[config.mk]
export PLATFORM = sky130hd
export DESIGN_NAME = neighbor_table_with_aging
export DESIGN_NICKNAME = d
export VERILOG_FILES = /design/src/rtl/core/nbrtab_pkg.sv /design/src/rtl/core/nbrtab_dp.sv /design/src/rtl/core/nbrtab_ctrl.sv /design/src/rtl/core/neighbor_table_with_aging.sv
export SDC_FILE = /design/constraint.sdc
export NUM_CORES = 1
export LEC_CHECK = 0
export ABC_AREA = 1
export BUFFER_PORTS_ARGS = -buffer_cell sky130_fd_sc_hd__clkbuf_2
export CAP_MARGIN = 20
export CELL_PAD_IN_SITES_DETAIL_PLACEMENT = 0
export CELL_PAD_IN_SITES_GLOBAL_PLACEMENT = 2
export CORE_AREA = 8 8 329 331
export DETAILED_ROUTE_END_ITERATION = 16
export DIE_AREA = 0 0 337 339
export PLACE_DENSITY_LB_ADDON = 0.1
export RECOVER_POWER = 25
export SLEW_MARGIN = 20
export SYNTH_ARGS = -nofsm -noshare
export SYNTH_HDL_FRONTEND = slang
export SYNTH_SLANG_ARGS = --single-unit
[constraint.sdc]
create_clock -name i_clk -period 10.6 [get_ports i_clk]
set_clock_uncertainty 0.15 [all_clocks]
set_input_delay 1.59 -clock i_clk [delete_from_list [all_inputs] [get_ports i_clk]]
set_output_delay 1.59 -clock i_clk [all_outputs]
set_load 0.03 [all_outputs]
[src/rtl/core/nbrtab_pkg.sv]
// ----------------------------------------------------------------------------
// nbrtab_pkg
// shared types, codes and constants of the age-ordered neighbor table
// ----------------------------------------------------------------------------
package nbrtab_pkg;

    // default table depth
    localparam int TABLE_DEPTH_DEF = 16;

    // configuration port
    localparam int APB_AW = 3;
    localparam int APB_DW = 32;
    localparam logic REG_MIN_DISTANCE = 1'b0;
    localparam logic REG_MAX_AGE      = 1'b1;
    localparam logic [31:0] MAX_AGE_RESET = 32'd1000;

    // request modes
    localparam logic [1:0] MODE_MSG   = 2'd0;
    localparam logic [1:0] MODE_TICK  = 2'd1;
    localparam logic [1:0] MODE_CLEAR = 2'd2;

    // result actions
    localparam logic [2:0] ACT_NONE    = 3'd0;
    localparam logic [2:0] ACT_ADDED   = 3'd1;
    localparam logic [2:0] ACT_REFRESH = 3'd2;
    localparam logic [2:0] ACT_REMOVED = 3'd3;
    localparam logic [2:0] ACT_DROPPED = 3'd4;
    localparam logic [2:0] ACT_EXPIRED = 3'd5;
    localparam logic [2:0] ACT_CLEARED = 3'd6;

    typedef struct packed {
        logic [1:0]  mode;
        logic [15:0] sender_id;
        logic [7:0]  distance;
        logic        is_anchor;
        logic        is_preanchor;
        logic [31:0] now;
    } t_item;

    typedef struct packed {
        logic [2:0] action;
        logic [4:0] neighbor_count;
        logic [4:0] anchor_count;
        logic       was_present;
    } t_result;

    // controller to datapath
    typedef struct packed {
        logic       latch;
        logic       clear_tbl;
        logic       idx_clr;
        logic       idx_inc;
        logic       rd_en;
        logic       rd_next;
        logic       set_present;
        logic       anc_sub;
        logic       shift_wr;
        logic       cnt_dec;
        logic       append;
        logic       emit;
        logic [2:0] action;
    } t_cmd;

    // datapath to controller
    typedef struct packed {
        logic [1:0] mode;
        logic       cnt_zero;
        logic       hit;
        logic       idx_last;
        logic       shift_more;
        logic       far;
        logic       full;
        logic       expired;
    } t_status;

endpackage

[src/rtl/core/nbrtab_dp.sv]
// ----------------------------------------------------------------------------
// nbrtab_dp
// entry memory, counters, walk index and result register
// ----------------------------------------------------------------------------
module nbrtab_dp #(
    parameter int DEPTH = nbrtab_pkg::TABLE_DEPTH_DEF
) (
    input  logic                i_clk,
    input  logic                i_rst_n,
    input  nbrtab_pkg::t_item   i_item,
    input  logic [7:0]          i_min_distance,
    input  logic [31:0]         i_max_age,
    input  nbrtab_pkg::t_cmd    i_cmd,
    output nbrtab_pkg::t_status o_status,
    output logic                o_done,
    output nbrtab_pkg::t_result o_result
);
    import nbrtab_pkg::*;

    localparam int IW = $clog2(DEPTH);
    localparam int CW = $clog2(DEPTH + 1);
    localparam logic [CW-1:0] FULL_COUNT = CW'(DEPTH);

    typedef struct packed {
        logic [15:0] id;
        logic [31:0] tstamp;
        logic [7:0]  distance;
        logic        anchor;
        logic        preanchor;
    } t_entry;

    t_entry        r_mem [DEPTH];
    t_entry        r_rdata;
    t_item         r_item;
    logic [IW-1:0] r_idx;
    logic [CW-1:0] r_count;
    logic [CW-1:0] r_anchors;
    logic          r_present;
    logic          r_done;
    t_result       r_result;

    logic [IW-1:0] rd_addr;
    logic          wr_en;
    logic [IW-1:0] wr_addr;
    t_entry        wr_data;
    logic [CW-1:0] idx_plus1;
    logic [31:0]   age;

    assign rd_addr   = i_cmd.rd_next ? r_idx + IW'(1) : r_idx;
    assign idx_plus1 = CW'(r_idx) + CW'(1);
    assign age       = r_item.now - r_rdata.tstamp;

    always_comb begin
        wr_en   = i_cmd.shift_wr | i_cmd.append;
        wr_addr = i_cmd.append ? IW'(r_count) : r_idx;
        if (i_cmd.append) begin
            wr_data = '{id: r_item.sender_id, tstamp: r_item.now,
                        distance: r_item.distance, anchor: r_item.is_anchor,
                        preanchor: r_item.is_preanchor};
        end else begin
            wr_data = r_rdata;
        end
    end

    // entry store, one read and one write port
    always_ff @(posedge i_clk) begin
        if (i_cmd.rd_en) begin
            r_rdata <= r_mem[rd_addr];
        end
        if (wr_en) begin
            r_mem[wr_addr] <= wr_data;
        end
    end

    always_ff @(posedge i_clk) begin
        if (i_cmd.latch) begin
            r_item <= i_item;
        end
        if (i_cmd.idx_clr) begin
            r_idx <= '0;
        end else if (i_cmd.idx_inc) begin
            r_idx <= r_idx + IW'(1);
        end
        if (i_cmd.emit) begin
            r_result <= '{action: i_cmd.action, neighbor_count: 5'(r_count),
                          anchor_count: 5'(r_anchors), was_present: r_present};
        end
    end

    always_ff @(posedge i_clk) begin
        if (!i_rst_n) begin
            r_count   <= '0;
            r_anchors <= '0;
            r_present <= 1'b0;
            r_done    <= 1'b0;
        end else begin
            r_done <= i_cmd.emit;
            if (i_cmd.latch) begin
                r_present <= 1'b0;
            end else if (i_cmd.set_present) begin
                r_present <= 1'b1;
            end
            priority if (i_cmd.clear_tbl) begin
                r_count   <= '0;
                r_anchors <= '0;
            end else if (i_cmd.append) begin
                r_count   <= r_count + CW'(1);
                r_anchors <= r_anchors + CW'(r_item.is_anchor);
            end else begin
                if (i_cmd.cnt_dec) begin
                    r_count <= r_count - CW'(1);
                end
                if (i_cmd.anc_sub) begin
                    r_anchors <= r_anchors - CW'(r_rdata.anchor);
                end
            end
        end
    end

    assign o_status = '{mode: r_item.mode,
                        cnt_zero: (r_count == '0),
                        hit: (r_rdata.id == r_item.sender_id),
                        idx_last: (idx_plus1 == r_count),
                        shift_more: (idx_plus1 < r_count),
                        far: (r_item.distance > i_min_distance),
                        full: (r_count == FULL_COUNT),
                        expired: (age > i_max_age)};

    assign o_done   = r_done;
    assign o_result = r_result;

endmodule

[src/rtl/core/nbrtab_ctrl.sv]
// ----------------------------------------------------------------------------
// nbrtab_ctrl
// sequencer for search, shift-down removal, append, expiry and clear
// ----------------------------------------------------------------------------
module nbrtab_ctrl (
    input  logic                i_clk,
    input  logic                i_rst_n,
    input  logic                i_start,
    input  nbrtab_pkg::t_status i_status,
    output nbrtab_pkg::t_cmd    o_cmd,
    output logic                o_busy
);
    import nbrtab_pkg::*;

    localparam logic [3:0] ST_IDLE   = 4'd0;
    localparam logic [3:0] ST_DECODE = 4'd1;
    localparam logic [3:0] ST_CMP    = 4'd2;
    localparam logic [3:0] ST_MISS   = 4'd3;
    localparam logic [3:0] ST_TCMP   = 4'd4;
    localparam logic [3:0] ST_SHCHK  = 4'd5;
    localparam logic [3:0] ST_SHWR   = 4'd6;
    localparam logic [3:0] ST_APPEND = 4'd7;
    localparam logic [3:0] ST_DONE   = 4'd8;

    logic [3:0] r_state;
    logic [3:0] n_state;
    logic [2:0] r_action;
    logic [2:0] n_action;

    always_comb begin
        n_state  = r_state;
        n_action = r_action;
        o_cmd    = '0;
        o_cmd.action = r_action;
        unique case (r_state)
            ST_IDLE: begin
                if (i_start) begin
                    o_cmd.latch   = 1'b1;
                    o_cmd.idx_clr = 1'b1;
                    n_action      = ACT_NONE;
                    n_state       = ST_DECODE;
                end
            end
            ST_DECODE: begin
                unique case (i_status.mode)
                    MODE_MSG: begin
                        if (i_status.cnt_zero) begin
                            n_state = ST_MISS;
                        end else begin
                            o_cmd.rd_en = 1'b1;
                            n_state     = ST_CMP;
                        end
                    end
                    MODE_TICK: begin
                        if (i_status.cnt_zero) begin
                            n_state = ST_DONE;
                        end else begin
                            o_cmd.rd_en = 1'b1;
                            n_state     = ST_TCMP;
                        end
                    end
                    MODE_CLEAR: begin
                        o_cmd.clear_tbl = 1'b1;
                        n_action        = ACT_CLEARED;
                        n_state         = ST_DONE;
                    end
                    default: begin
                        n_state = ST_DONE;
                    end
                endcase
            end
            ST_CMP: begin
                priority if (i_status.hit) begin
                    o_cmd.set_present = 1'b1;
                    o_cmd.anc_sub     = 1'b1;
                    n_action          = i_status.far ? ACT_REFRESH : ACT_REMOVED;
                    n_state           = ST_SHCHK;
                end else if (i_status.idx_last) begin
                    n_state = ST_MISS;
                end else begin
                    o_cmd.rd_en   = 1'b1;
                    o_cmd.rd_next = 1'b1;
                    o_cmd.idx_inc = 1'b1;
                end
            end
            ST_MISS: begin
                priority if (!i_status.far) begin
                    n_state = ST_DONE;
                end else if (i_status.full) begin
                    n_action = ACT_DROPPED;
                    n_state  = ST_DONE;
                end else begin
                    n_action = ACT_ADDED;
                    n_state  = ST_APPEND;
                end
            end
            ST_TCMP: begin
                if (i_status.expired) begin
                    o_cmd.anc_sub = 1'b1;
                    n_action      = ACT_EXPIRED;
                    n_state       = ST_SHCHK;
                end else begin
                    n_state = ST_DONE;
                end
            end
            ST_SHCHK: begin
                if (i_status.shift_more) begin
                    o_cmd.rd_en   = 1'b1;
                    o_cmd.rd_next = 1'b1;
                    n_state       = ST_SHWR;
                end else begin
                    o_cmd.cnt_dec = 1'b1;
                    n_state       = (r_action == ACT_REFRESH) ? ST_APPEND : ST_DONE;
                end
            end
            ST_SHWR: begin
                o_cmd.shift_wr = 1'b1;
                o_cmd.idx_inc  = 1'b1;
                n_state        = ST_SHCHK;
            end
            ST_APPEND: begin
                o_cmd.append = 1'b1;
                n_state      = ST_DONE;
            end
            ST_DONE: begin
                o_cmd.emit = 1'b1;
                n_state    = ST_IDLE;
            end
            default: begin
                n_state = ST_IDLE;
            end
        endcase
    end

    always_ff @(posedge i_clk) begin
        if (!i_rst_n) begin
            r_state  <= ST_IDLE;
            r_action <= ACT_NONE;
        end else begin
            r_state  <= n_state;
            r_action <= n_action;
        end
    end

    assign o_busy = (r_state != ST_IDLE);

endmodule

[src/rtl/core/neighbor_table_with_aging.sv]
// ----------------------------------------------------------------------------
// neighbor_table_with_aging
// age-ordered neighbor table: message search, add, refresh and removal, tick expiry, clear
// ----------------------------------------------------------------------------
// A request is taken when start is high and busy is low; busy then stays high
// until the result is out. Each request gives exactly one result, shown on
// o_result for a single cycle with o_done high. The receiver cannot stall, so
// o_result must be captured in that cycle. Requests are handled one at a time
// and the entries live in a memory with one read and one write port, walked
// one entry per step, so latency depends on the table: a message searches from
// the head, a found entry is taken out by shifting each later entry down one
// slot, and a far one is appended again at the tail; a tick checks only the head.
// The user must make configuration writes only while busy is low; the block
// itself does not enforce it.
module neighbor_table_with_aging #(
    parameter int TABLE_DEPTH = nbrtab_pkg::TABLE_DEPTH_DEF
) (
    input  logic                          i_clk,
    input  logic                          i_rst_n,
    // request channel
    input  logic                          start,
    output logic                          busy,
    input  nbrtab_pkg::t_item             i_item,
    // result channel
    output logic                          o_done,
    output nbrtab_pkg::t_result           o_result,
    // configuration port
    input  logic                          psel,
    input  logic                          penable,
    input  logic                          pwrite,
    input  logic [nbrtab_pkg::APB_AW-1:0] paddr,
    input  logic [nbrtab_pkg::APB_DW-1:0] pwdata,
    output logic [nbrtab_pkg::APB_DW-1:0] prdata,
    output logic                          pready
);
    import nbrtab_pkg::*;

    logic [7:0]  r_min_distance;
    logic [31:0] r_max_age;
    logic        cfg_wr;
    logic        reg_sel;
    t_cmd        cmd;
    t_status     status;
    logic        ctrl_busy;

    // register index is the word address
    assign reg_sel = paddr[2];
    assign cfg_wr  = psel & penable & pwrite;
    assign pready  = 1'b1;

    always_ff @(posedge i_clk) begin
        if (!i_rst_n) begin
            r_min_distance <= '0;
            r_max_age      <= MAX_AGE_RESET;
        end else if (cfg_wr) begin
            unique case (reg_sel)
                REG_MIN_DISTANCE: r_min_distance <= pwdata[7:0];
                REG_MAX_AGE:      r_max_age      <= pwdata[31:0];
                default:          r_max_age      <= r_max_age;
            endcase
        end
    end

    // read back
    always_comb begin
        unique case (reg_sel)
            REG_MIN_DISTANCE: prdata = {24'd0, r_min_distance};
            REG_MAX_AGE:      prdata = r_max_age;
            default:          prdata = '0;
        endcase
    end

    // sequencer: search, shift-down, append, expiry, clear
    nbrtab_ctrl u_ctrl (
        .i_clk    (i_clk),
        .i_rst_n  (i_rst_n),
        .i_start  (start),
        .i_status (status),
        .o_cmd    (cmd),
        .o_busy   (ctrl_busy)
    );

    // entry memory, counts and result register
    nbrtab_dp #(
        .DEPTH (TABLE_DEPTH)
    ) u_dp (
        .i_clk          (i_clk),
        .i_rst_n        (i_rst_n),
        .i_item         (i_item),
        .i_min_distance (r_min_distance),
        .i_max_age      (r_max_age),
        .i_cmd          (cmd),
        .o_status       (status),
        .o_done         (o_done),
        .o_result       (o_result)
    );

    assign busy = ctrl_busy;

endmodule

# Word-level counts from Yosys, hierarchy flattened
# Memory sizes are Yosys's and may differ from the RTL's. A register that Yosys moved wholly into a read port is not among the register bits.
# Cells that the tools add are included.
# classes
add_sub_neg	7
order_cmp	3
n_eq_ne	20
mux	51
n_bitwise	5
reduce_logical	14
# op_table
operator	n
$pmux W32 S2	1
$mux W58	1
$mux W4	11
$gt A32 B32 Y1	1
$pmux W4 S8	1
$sub A32 B32 Y32	1
$mux W3	8
$mux W5	4
$mux W1	17
$eq A16 B16 Y1	1
$eq A4 B3 Y1 const B	4
$pmux W3 S5	1
$eq A4 B2 Y1 const B	2
$gt A8 B8 Y1	1
$ne A2 B2 Y1 const B	4
$pmux W4 S2	1
$pmux W1 S2	3
$reduce_and A2 Y1	3
$reduce_and A6 Y1	1
$reduce_or A2 Y1	3
$add A4 B1 Y5 const B	1
$add A5 B1 Y5	1
$add A5 B1 Y5 const B	1
$eq A5 B5 Y1	1
other kinds (23)	27
# word_totals
regBits	137
mem_bits_rw	928
in_bits	101
out_inout_bits	49
elab_cells	120
mem_count	1
# mem_list
memory	depth	word_bits	read_ports	rd_clocked_by_memory_dff	wr	line	rtl
u_dp.r_mem	16	58	1	1	1	nbrtab_dp.sv:32	t_entry r_mem [DEPTH];

# Logic depth before layout (Yosys ltp)
# Gate-level depths: netlist (run 1).
# depth
ltp_word	6
depth_mapped	32

# Cells and area by module
# A second synthesis (run 1) with hierarchy kept.
# unflattened
cells_unflattened	3899
area_unflattened_um2	43007.5
# by_module_without_submodules
module	instances	cells_per_inst	area_per_inst_um2	seq_area_each_um2
nbrtab_dp	1	3456	40357.5	27526.4
neighbor_table_with_aging	1	324	2035.7	800.8
nbrtab_ctrl	1	119	614.3	140.1

# Worst setup path after synthesis (run 1)
# OpenSTA, ideal clock, no wires.
# synth_timing
path_kind	flip-flop to flip-flop
startpoint	register u_ctrl.r_state[3]
endpoint	memory u_dp.r_mem[4][10] (netlist bit) (enable)
arrival_ns	4.952
t_required_ns	9.934
slack_ns	4.982
stages_incl_launch_ff	9
path_buffers	1
period_less_slack_ns	5.618
path_cell_list	dfxtp_1 inv_1 nand2_1 nor2_1 inv_1 clkbuf_1 o21ai_0 nand3_1 nor3_1
# synth_via
elab_chain_cells	5
word_cells_on_any_way	8
classes_between	eq/ne (2); mux (5); bitwise (1)
# synth_lines
item	line	rtl
from (decl)	nbrtab_ctrl.sv:25	logic [3:0] r_state;
from (signal assigned)	nbrtab_ctrl.sv:140	r_state <= n_state;
$eq A4 B3 Y1	nbrtab_ctrl.sv:35	unique case (r_state)
$mux W1	nbrtab_ctrl.sv:35	
$or A1 B1 Y1	nbrtab_dp.sv:54	wr_en = i_cmd.shift_wr | i_cmd.append;
$mux W1	nbrtab_dp.sv:70	if (wr_en) begin
$mux W1 (implied by the code)	nbrtab_dp.sv:71	r_mem[wr_addr] <= wr_data;
to (decl)	nbrtab_dp.sv:32	
# Parallel ways exist; a longest one is shown, timed or not.

# Worst setup path in the final report (run 1)
# layout_timing
startpoint	register u_dp.r_idx[0]
endpoint	register u_dp.r_rdata[38] (netlist name)
# layout_via
elab_chain_cells	6
word_cells_on_any_way	10
classes_between	add/sub (2); order compare (1); eq/ne (1); mux (6)
# layout_lines
item	line	rtl
from (decl)	nbrtab_dp.sv:35	logic [IW-1:0] r_idx;
from (signal assigned)	nbrtab_dp.sv:82	r_idx <= r_idx + IW'(1);
$add A4 B1 Y5 *	nbrtab_dp.sv:50	assign idx_plus1 = CW'(r_idx) + CW'(1);
named net u_dp.idx_plus1[2]	nbrtab_dp.sv:46	logic [CW-1:0] idx_plus1;
parallel branches: the longest is 5 deep, another holds $lt A5 B5 Y1	-	
# Mark *: on every way through the listed nets, which the timed path passes.
# A chain may end at the register's enable or synchronous reset.

==> impl_metrics.ini, run 1 <==
[setup_path]
cp.arrival_ps = 5780
end_kind = flop
reg2reg_slack_ps = 5090
r2r_end = u_dp.r_rdata[38]$_DFFE_PP_
crit_type = reg2reg
startpoint_type = flop
reg2reg_from = u_dp.r_idx[0]$_SDFFE_PP0P_
cp.required_ps = 10870
r2r_cells = 18
worstPathMaxFanout = 59
startpoint = u_dp.r_idx[0]$_SDFFE_PP0P_
cp-endpoint = u_dp.r_rdata[38]$_DFFE_PP_

[yosys]
synthArstFlopShare_pct = 0
netlist-cell-type-count = 43
yosysWarningCount = 0
synth_edf_count = 906
yosysTopAreaCell = edfxtp_1
synth.net_count = 4740
synth_cells = 4552
synth_top_area_share_pct = 60.7
seq_area_frac_synth_pct = 63.5
synth_area_um2 = 44900
yosysMostFrequentCell = inv_1
synth_flop_cell = edfxtp_1
synth-seq-cells = 969
synth_area_leaders = edfxtp_1 (61%), nand3_1 (11%), inv_1 (8.3%), nand2_1 (7.2%), dfxtp_1 (2.8%)
synth_area_per_cell_um2 = 9.85
netlist_top_cells_count = inv_1 (997), nand3_1 (968), edfxtp_1 (906), nand2_1 (866), o21ai_0 (135)

[clocking]
tritoncts = built
numCtsBuffers = 106
clockBufferDepth = 3
h-tree-depth = 3
cts_sinks = 969
root_buffer = clkbuf_16
clk_transition_reported_paths_ps = 60
postCtsSetupRepairBufs = 0
ctsResizeCount = 0
insertion_delay_ps = 680
ctsHoldBuffers = 0

[placed_design]
place.gp.congestion = 0.817
dp.cells = 5959
dp_hpwl_um = 68400
io_buffers = 145

[sta]
tns_ps = 0
rsz0062_at_grt = no
hold_viol_final = 0
max_slew_margin_pct = -48.0
finalCriticalPeriod_ps = 5510
fmax_mhz = 181
finalCritPeriodShare_pct = 52.0
tightest_slew_ps = 2220
final_max_slew_viol_count = 68
finalSetupViolCount = 0

[detailed_routing]
remaining_drc_errors = 0
num_vias = 30900
first_pass_iters = 5
ant_nets = 0
drt-total-wl_um = 130000
vias_per_cell = 5.02
first_iter_violations = 2472
wire_per_inst_um = 21.2

[final_layout]
area_growth_pct = 12.6
diodes = 0
fin_nets = 4877
fill_cells = 9656
instances_no_fill = 6156
drive_gt1_share_pct = 8.10

[power]
power_leakage_uw = 0.0218
switching_share_pct = 29.8
p_clk_share_pct = 36.1
p_int_uw = 6930
power_density_nw_per_um2 = 195
power.net_switching_uw = 2940
combPwrFrac_pct = 19.8
ir_drop_v = 0.000128
p_seq_share_pct = 44.1

[grt]
antenna_found_initial = 3
grt_max_degree = 142
grt_pass1_vias = 29700
gr-total-overflow = 0
grt_use_total_pct = 22.4
grt_first_pass_wirelength_um = 193000

[floorplanning]
row_count = 118
die_h_um = 339
ioPinCount = 150
die_w_um = 337
start_util_pct = 43.6
core_area_um2 = 103000
die_area_um2 = 114000

[outcome]
outcome = finished, violations left
violations = max-capacitance violations, max-slew violations

[worst_hold_path]
whs_path_depth = 0
min_path_type = reg2reg
min-delay-start = u_dp.r_present$_SDFFE_PP0P_

[run]
drv_cap = 2
layout make-up:
type | instances | area (um2) | area share [%]
clock inverter | 53 | 384 | 0.760
inverter | 998 | 3750 | 7.42
clock buffer | 142 | 2930 | 5.80
sequential | 969 | 28500 | 56.3
multi-input combinational | 2373 | 11800 | 23.5
tap | 1380 | 1730 | 3.42
timing repair buffer | 241 | 1420 | 2.81
stage by stage:
step,cell area [um2],hold slack [ps],util (%),power (uW),worst slack [ps]
after global placement,47300,289,45.9,6400,4890
final,50500,303,49.1,9870,5090
after global routing,50500,323,49.1,10300,4710
after detailed placement,47300,300,45.9,6410,4880
after floorplan,44900,258,-,5770,4980
after CTS,50600,316,49.2,9970,4860
worst max-delay path, stage by stage, from the launching register on:
cell and delay [ps]:
dfxtp_1 600, ha_1 260, xor2_1 280, ha_1 310, a21o_1 170, nand3_1 60, nand3_1 110, inv_1 90
nand2_1 240, nand2_4 310, nand2_4 410, nand2_4 790, buf_4 540, buf_16 310, nand2_1 90, nand3_1 90
nand3_1 90, nand3_1 120, nand2_1 90
power groups by stage:
stage | Sequential (uW) | Combinational, uW | Clock, uW
global route | 4360 | 2190 | 3790
global placement | 4430 | 1970 | 0
detailed placement | 4430 | 1970 | 0
CTS | 4350 | 1980 | 3640
floorplan | 4420 | 1350 | 0
finish | 4350 | 1950 | 3560
cell usage in the layout, fill, tap and decap left out, types with 7 or more instances in the layout:
master / netlist / layout
a31oi_1: 7 / 7
edfxtp_1: 906 / 906
o21ai_0: 135 / 129
clkinv_1: 0 / 21
xor2_1: 27 / 27
buf_4: 10 / 64
clkbuf_8: 0 / 8
nand2_1: 866 / 864
nor2_4: 0 / 12
clkbuf_2: 0 / 135
nand4_1: 7 / 7
nor3_1: 13 / 9
nor2_1: 88 / 76
a21oi_1: 112 / 112
clkinv_2: 0 / 21
inv_1: 997 / 996
nand3_1: 968 / 967
clkbuf_16: 0 / 109
xnor2_1: 10 / 10
ha_1: 84 / 84
clkbuf_1: 71 / 61
dfxtp_1: 63 / 63
worst min path at each step:
stage,endpoint
floorplan,u_dp.o_result[0]$_DFFE_PP_
global placement,u_dp.o_result[0]$_DFFE_PP_
detailed placement,u_dp.o_result[12]$_DFFE_PP_
CTS,u_dp.o_result[0]$_DFFE_PP_
global route,u_dp.o_result[0]$_DFFE_PP_
finish,u_dp.o_result[0]$_DFFE_PP_
sequential cells by signal (all words and copies together), names as in the netlist, 3 cells and up:
name	flops
r_max_age	32
r_min_distance	8
u_ctrl.r_action	3
u_ctrl.r_state	4
u_dp.o_result	14
u_dp.r_anchors	5
u_dp.r_count	5
u_dp.r_idx	4
u_dp.r_item	57
u_dp.r_mem	784
u_dp.r_rdata	49
routing by layer:
layer	share of wire [%]	wire length [um]	GRT usage, %	up-vias
li1	-	-	-	15200
met3	6.2	8150	3.40	172
met1	44	58000	30.7	14700
met4	2.2	2920	5.81	0
met2	47	61400	37.3	812
met5	0	0	0	-
logic make-up (layout without fill, tap and decap cells):
kind of cell | after synthesis | after routing | synth area share (%)
other | 1 | 1 | 0.00836
XOR/XNOR | 37 | 37 | 0.722
adder cells (fa/ha/maj) | 87 | 87 | 2.48
AO/OA/AOI/OAI | 292 | 292 | 3.51
flip-flops | 969 | 969 | 63.5
AND/OR/NAND/NOR | 1956 | 1956 | 19.3
buffers and inverters | 1210 | 1434 | 10.6
No activity file was read; power rests on OpenSTA's default activity.
==> run 2, diff against run 1 <==
--- a/config.mk
+++ b/config.mk
@@ -10,9 +10,9 @@
 export CAP_MARGIN = 20
 export CELL_PAD_IN_SITES_DETAIL_PLACEMENT = 0
 export CELL_PAD_IN_SITES_GLOBAL_PLACEMENT = 2
-export CORE_AREA = 8 8 329 331
+export CORE_AREA = 8 8 358 360
 export DETAILED_ROUTE_END_ITERATION = 16
-export DIE_AREA = 0 0 337 339
+export DIE_AREA = 0 0 366 368
 export PLACE_DENSITY_LB_ADDON = 0.1
 export RECOVER_POWER = 25
 export SLEW_MARGIN = 20
==> constraint.sdc (replaced) <==
create_clock -name i_clk -period 4.8 [get_ports i_clk]
set_clock_uncertainty 0.15 [all_clocks]
set_input_delay 0.72 -clock i_clk [delete_from_list [all_inputs] [get_ports i_clk]]
set_output_delay 0.72 -clock i_clk [all_outputs]
set_load 0.03 [all_outputs]
==> impl_metrics.ini, run 2 (same netlist as run 1, synthesis figures left out) <==
[detailed_routing]
ant_nets = 0
wire_per_inst_um = 20.9
first_pass_iters = 6
remaining_drc_errors = 0
first_iter_violations = 1886
num_vias = 31100
vias_per_cell = 4.78
drt-total-wl_um = 136000

[worst_hold_path]
whs_path_depth = 3
hold_end = r_max_age[8]$_SDFFE_PN1P_
min_path_type = in2reg
min-delay-start = pwdata[8]

[sta]
finalCriticalPeriod_ps = 4420
tns_ps = 0
final_max_slew_viol_count = 285
finalCritPeriodShare_pct = 92.0
hold_viol_final = 0
fmax_mhz = 226
tightest_slew_ps = 1950
finalSetupViolCount = 0
max_slew_margin_pct = -30.4
rsz0062_at_grt = no

[placed_design]
io_buffers = 145
place.gp.congestion = 0.784
dp_hpwl_um = 76200
dp.cells = 6247

[floorplanning]
row_count = 129
start_util_pct = 36.6
core_area_um2 = 123000
die_area_um2 = 135000
die_h_um = 368
ioPinCount = 150
die_w_um = 366

[final_layout]
final_cell_mix = inv_1 (996), nand3_1 (967), edfxtp_1 (906)
instances_no_fill = 6511
final_util_pct = 42.6
area_growth_pct = 16.4
largest_register_ffs = 784
layout_commonest_cell = inv_1
fin_nets = 4961
largest-register = u_dp.r_mem
drive_gt1_share_pct = 7.88
reg.largest.list = u_dp.r_mem: 784 flops, u_dp.r_item: 57 flops, u_dp.r_rdata: 49 flops
fill_cells = 12100

[setup_path]
crit_chain = ha_1 > a21oi_1 > nand2_1 > a21boi_0 > o21ai_0 > buf_4 > nand4_1 > o2111ai_1 > xor2_1 > ha_1 > nand2_1 > nor2_1 > nand2_1 > nor3_1 > buf_4 > nand4_1 > nand3_1 > nand3_1 > buf_4 > o21ai_0 > a21oi_1
end_kind = flop
cp.required_ps = 5240
max_stage_delay_ps = 390
r2r_cells = 21
reg2reg_slack_ps = 380
cp.arrival_ps = 4860
critPathSlowestCell = edfxtp_1
r2r_end = u_dp.r_anchors[0]$_SDFFE_PP0P_
reg2reg_from = u_dp.r_item[2]$_DFFE_PP_
startpoint_type = flop
worstPathMaxFanout = 10
crit_type = reg2reg

[grt]
grt_max_degree = 127
antenna_found_initial = 3
grt_first_pass_wirelength_um = 203000
gr-total-overflow = 0
grt_use_total_pct = 19.8
grt_pass1_vias = 30700

[outcome]
violations = max-capacitance violations, max-slew violations
outcome = finished, violations left

[clocking]
cts_sinks = 969
clockBufferDepth = 3
insertion_delay_ps = 720
h-tree-depth = 3
clk_transition_reported_paths_ps = 60
postCtsSetupRepairBufs = 0
numCtsBuffers = 115
tritoncts = built
root_buffer = clkbuf_16

[power]
power_density_nw_per_um2 = 438
power_leakage_uw = 0.0222
ir_drop_v = 0.000293

[run]
drv_cap = 14
==> run 2: cell types whose count changed in the layout (fill, tap and decap cells not counted), sizes merged <==
cell and change:
inv -1, buf +47, clkinvlp +4, dlygate4sd3 +46
bufinv +5, clkinv -1, diode +2, clkbuf -4
==> run 2: stage by stage <==
step	setup WS [ps]	hold slack, ps	area [um2]	total power (uW)
floorplan	-818	258	44900	12700
global placement	194	280	48200	14500
detailed placement	200	280	48200	14500
CTS	163	7.19	52400	23200
global route	22.9	46.0	52200	24000
finish	385	84.5	52200	22900
==> run 2: worst max path at each step <==
stage | start | endpoint | slack (ps) | cells after the start
after global placement | u_dp.r_item[2]$_DFFE_PP_ | u_dp.r_anchors[0]$_SDFFE_PP0P_ | 190 | 20
after global routing | u_dp.r_item[2]$_DFFE_PP_ | u_dp.r_anchors[3]$_SDFFE_PP0P_ | 20 | 21
after floorplan | u_ctrl.r_state[3]$_SDFFE_PN0P_ | u_dp.r_mem[4][10]$_DFFE_PP_ | -820 | 8
after detailed placement | u_dp.r_item[2]$_DFFE_PP_ | u_dp.r_anchors[0]$_SDFFE_PP0P_ | 200 | 20
after CTS | u_dp.r_item[2]$_DFFE_PP_ | u_dp.r_anchors[3]$_SDFFE_PP0P_ | 160 | 20
final | u_dp.r_item[2]$_DFFE_PP_ | u_dp.r_anchors[0]$_SDFFE_PP0P_ | 380 | 21
==> run 2: critical path: cells and delay by family, from the launching register on <==
family	cells	cell delay, ps
adders and majority gates	2	690
DFF	1	390
AOI/OAI and AO/OA	6	1140
buffers and inverters	3	590
xor gates and xnor gates	1	210
and+or+nand+nor	9	1140
==> run 2: power by group <==
part	internal, uW	leakage (uW)	switching [uW]
Clock	5050	0.00178	3530
Combinational	1400	0.0118	3300
Sequential	9520	0.00869	81.2
Total	16000	0.0222	6910
==> run 2: timing repair <==
item | 4_1_cts | 5_1_grt
endpoints found under the setup margin | 0 | 6
resized for setup | 0 | 1
hold endpoints to repair | 46 | 0
hold buffers | 46 | 0
==> run 2: per-layer routing <==
layer | wire length, um | up-vias | GRT usage, % | share of wire, %
met2 | 64400 | 595 | 33.4 | 47
met1 | 63100 | 15000 | 26.9 | 46
met5 | 13 | - | 0 | 0.0096
li1 | - | 15400 | - | -
met4 | 2580 | 2 | 4.81 | 1.9
met3 | 5770 | 154 | 2.82 | 4.2
==> run 2: cell type report <==
| cell class | instances | area (um2) | share of cell area [%] |
|---|---|---|---|
| Sequential cell | 969 | 28500 | 54.5 |
| Clock buffer | 156 | 3110 | 5.96 |
| Inverter | 998 | 3750 | 7.18 |
| Antenna cell | 2 | 5.00 | 0.00958 |
| Multi-Input combinational cell | 2373 | 11900 | 22.7 |
| Clock inverter | 60 | 574 | 1.10 |
| Tap cell | 1637 | 2050 | 3.92 |
| Timing Repair Buffer | 316 | 2410 | 4.62 |
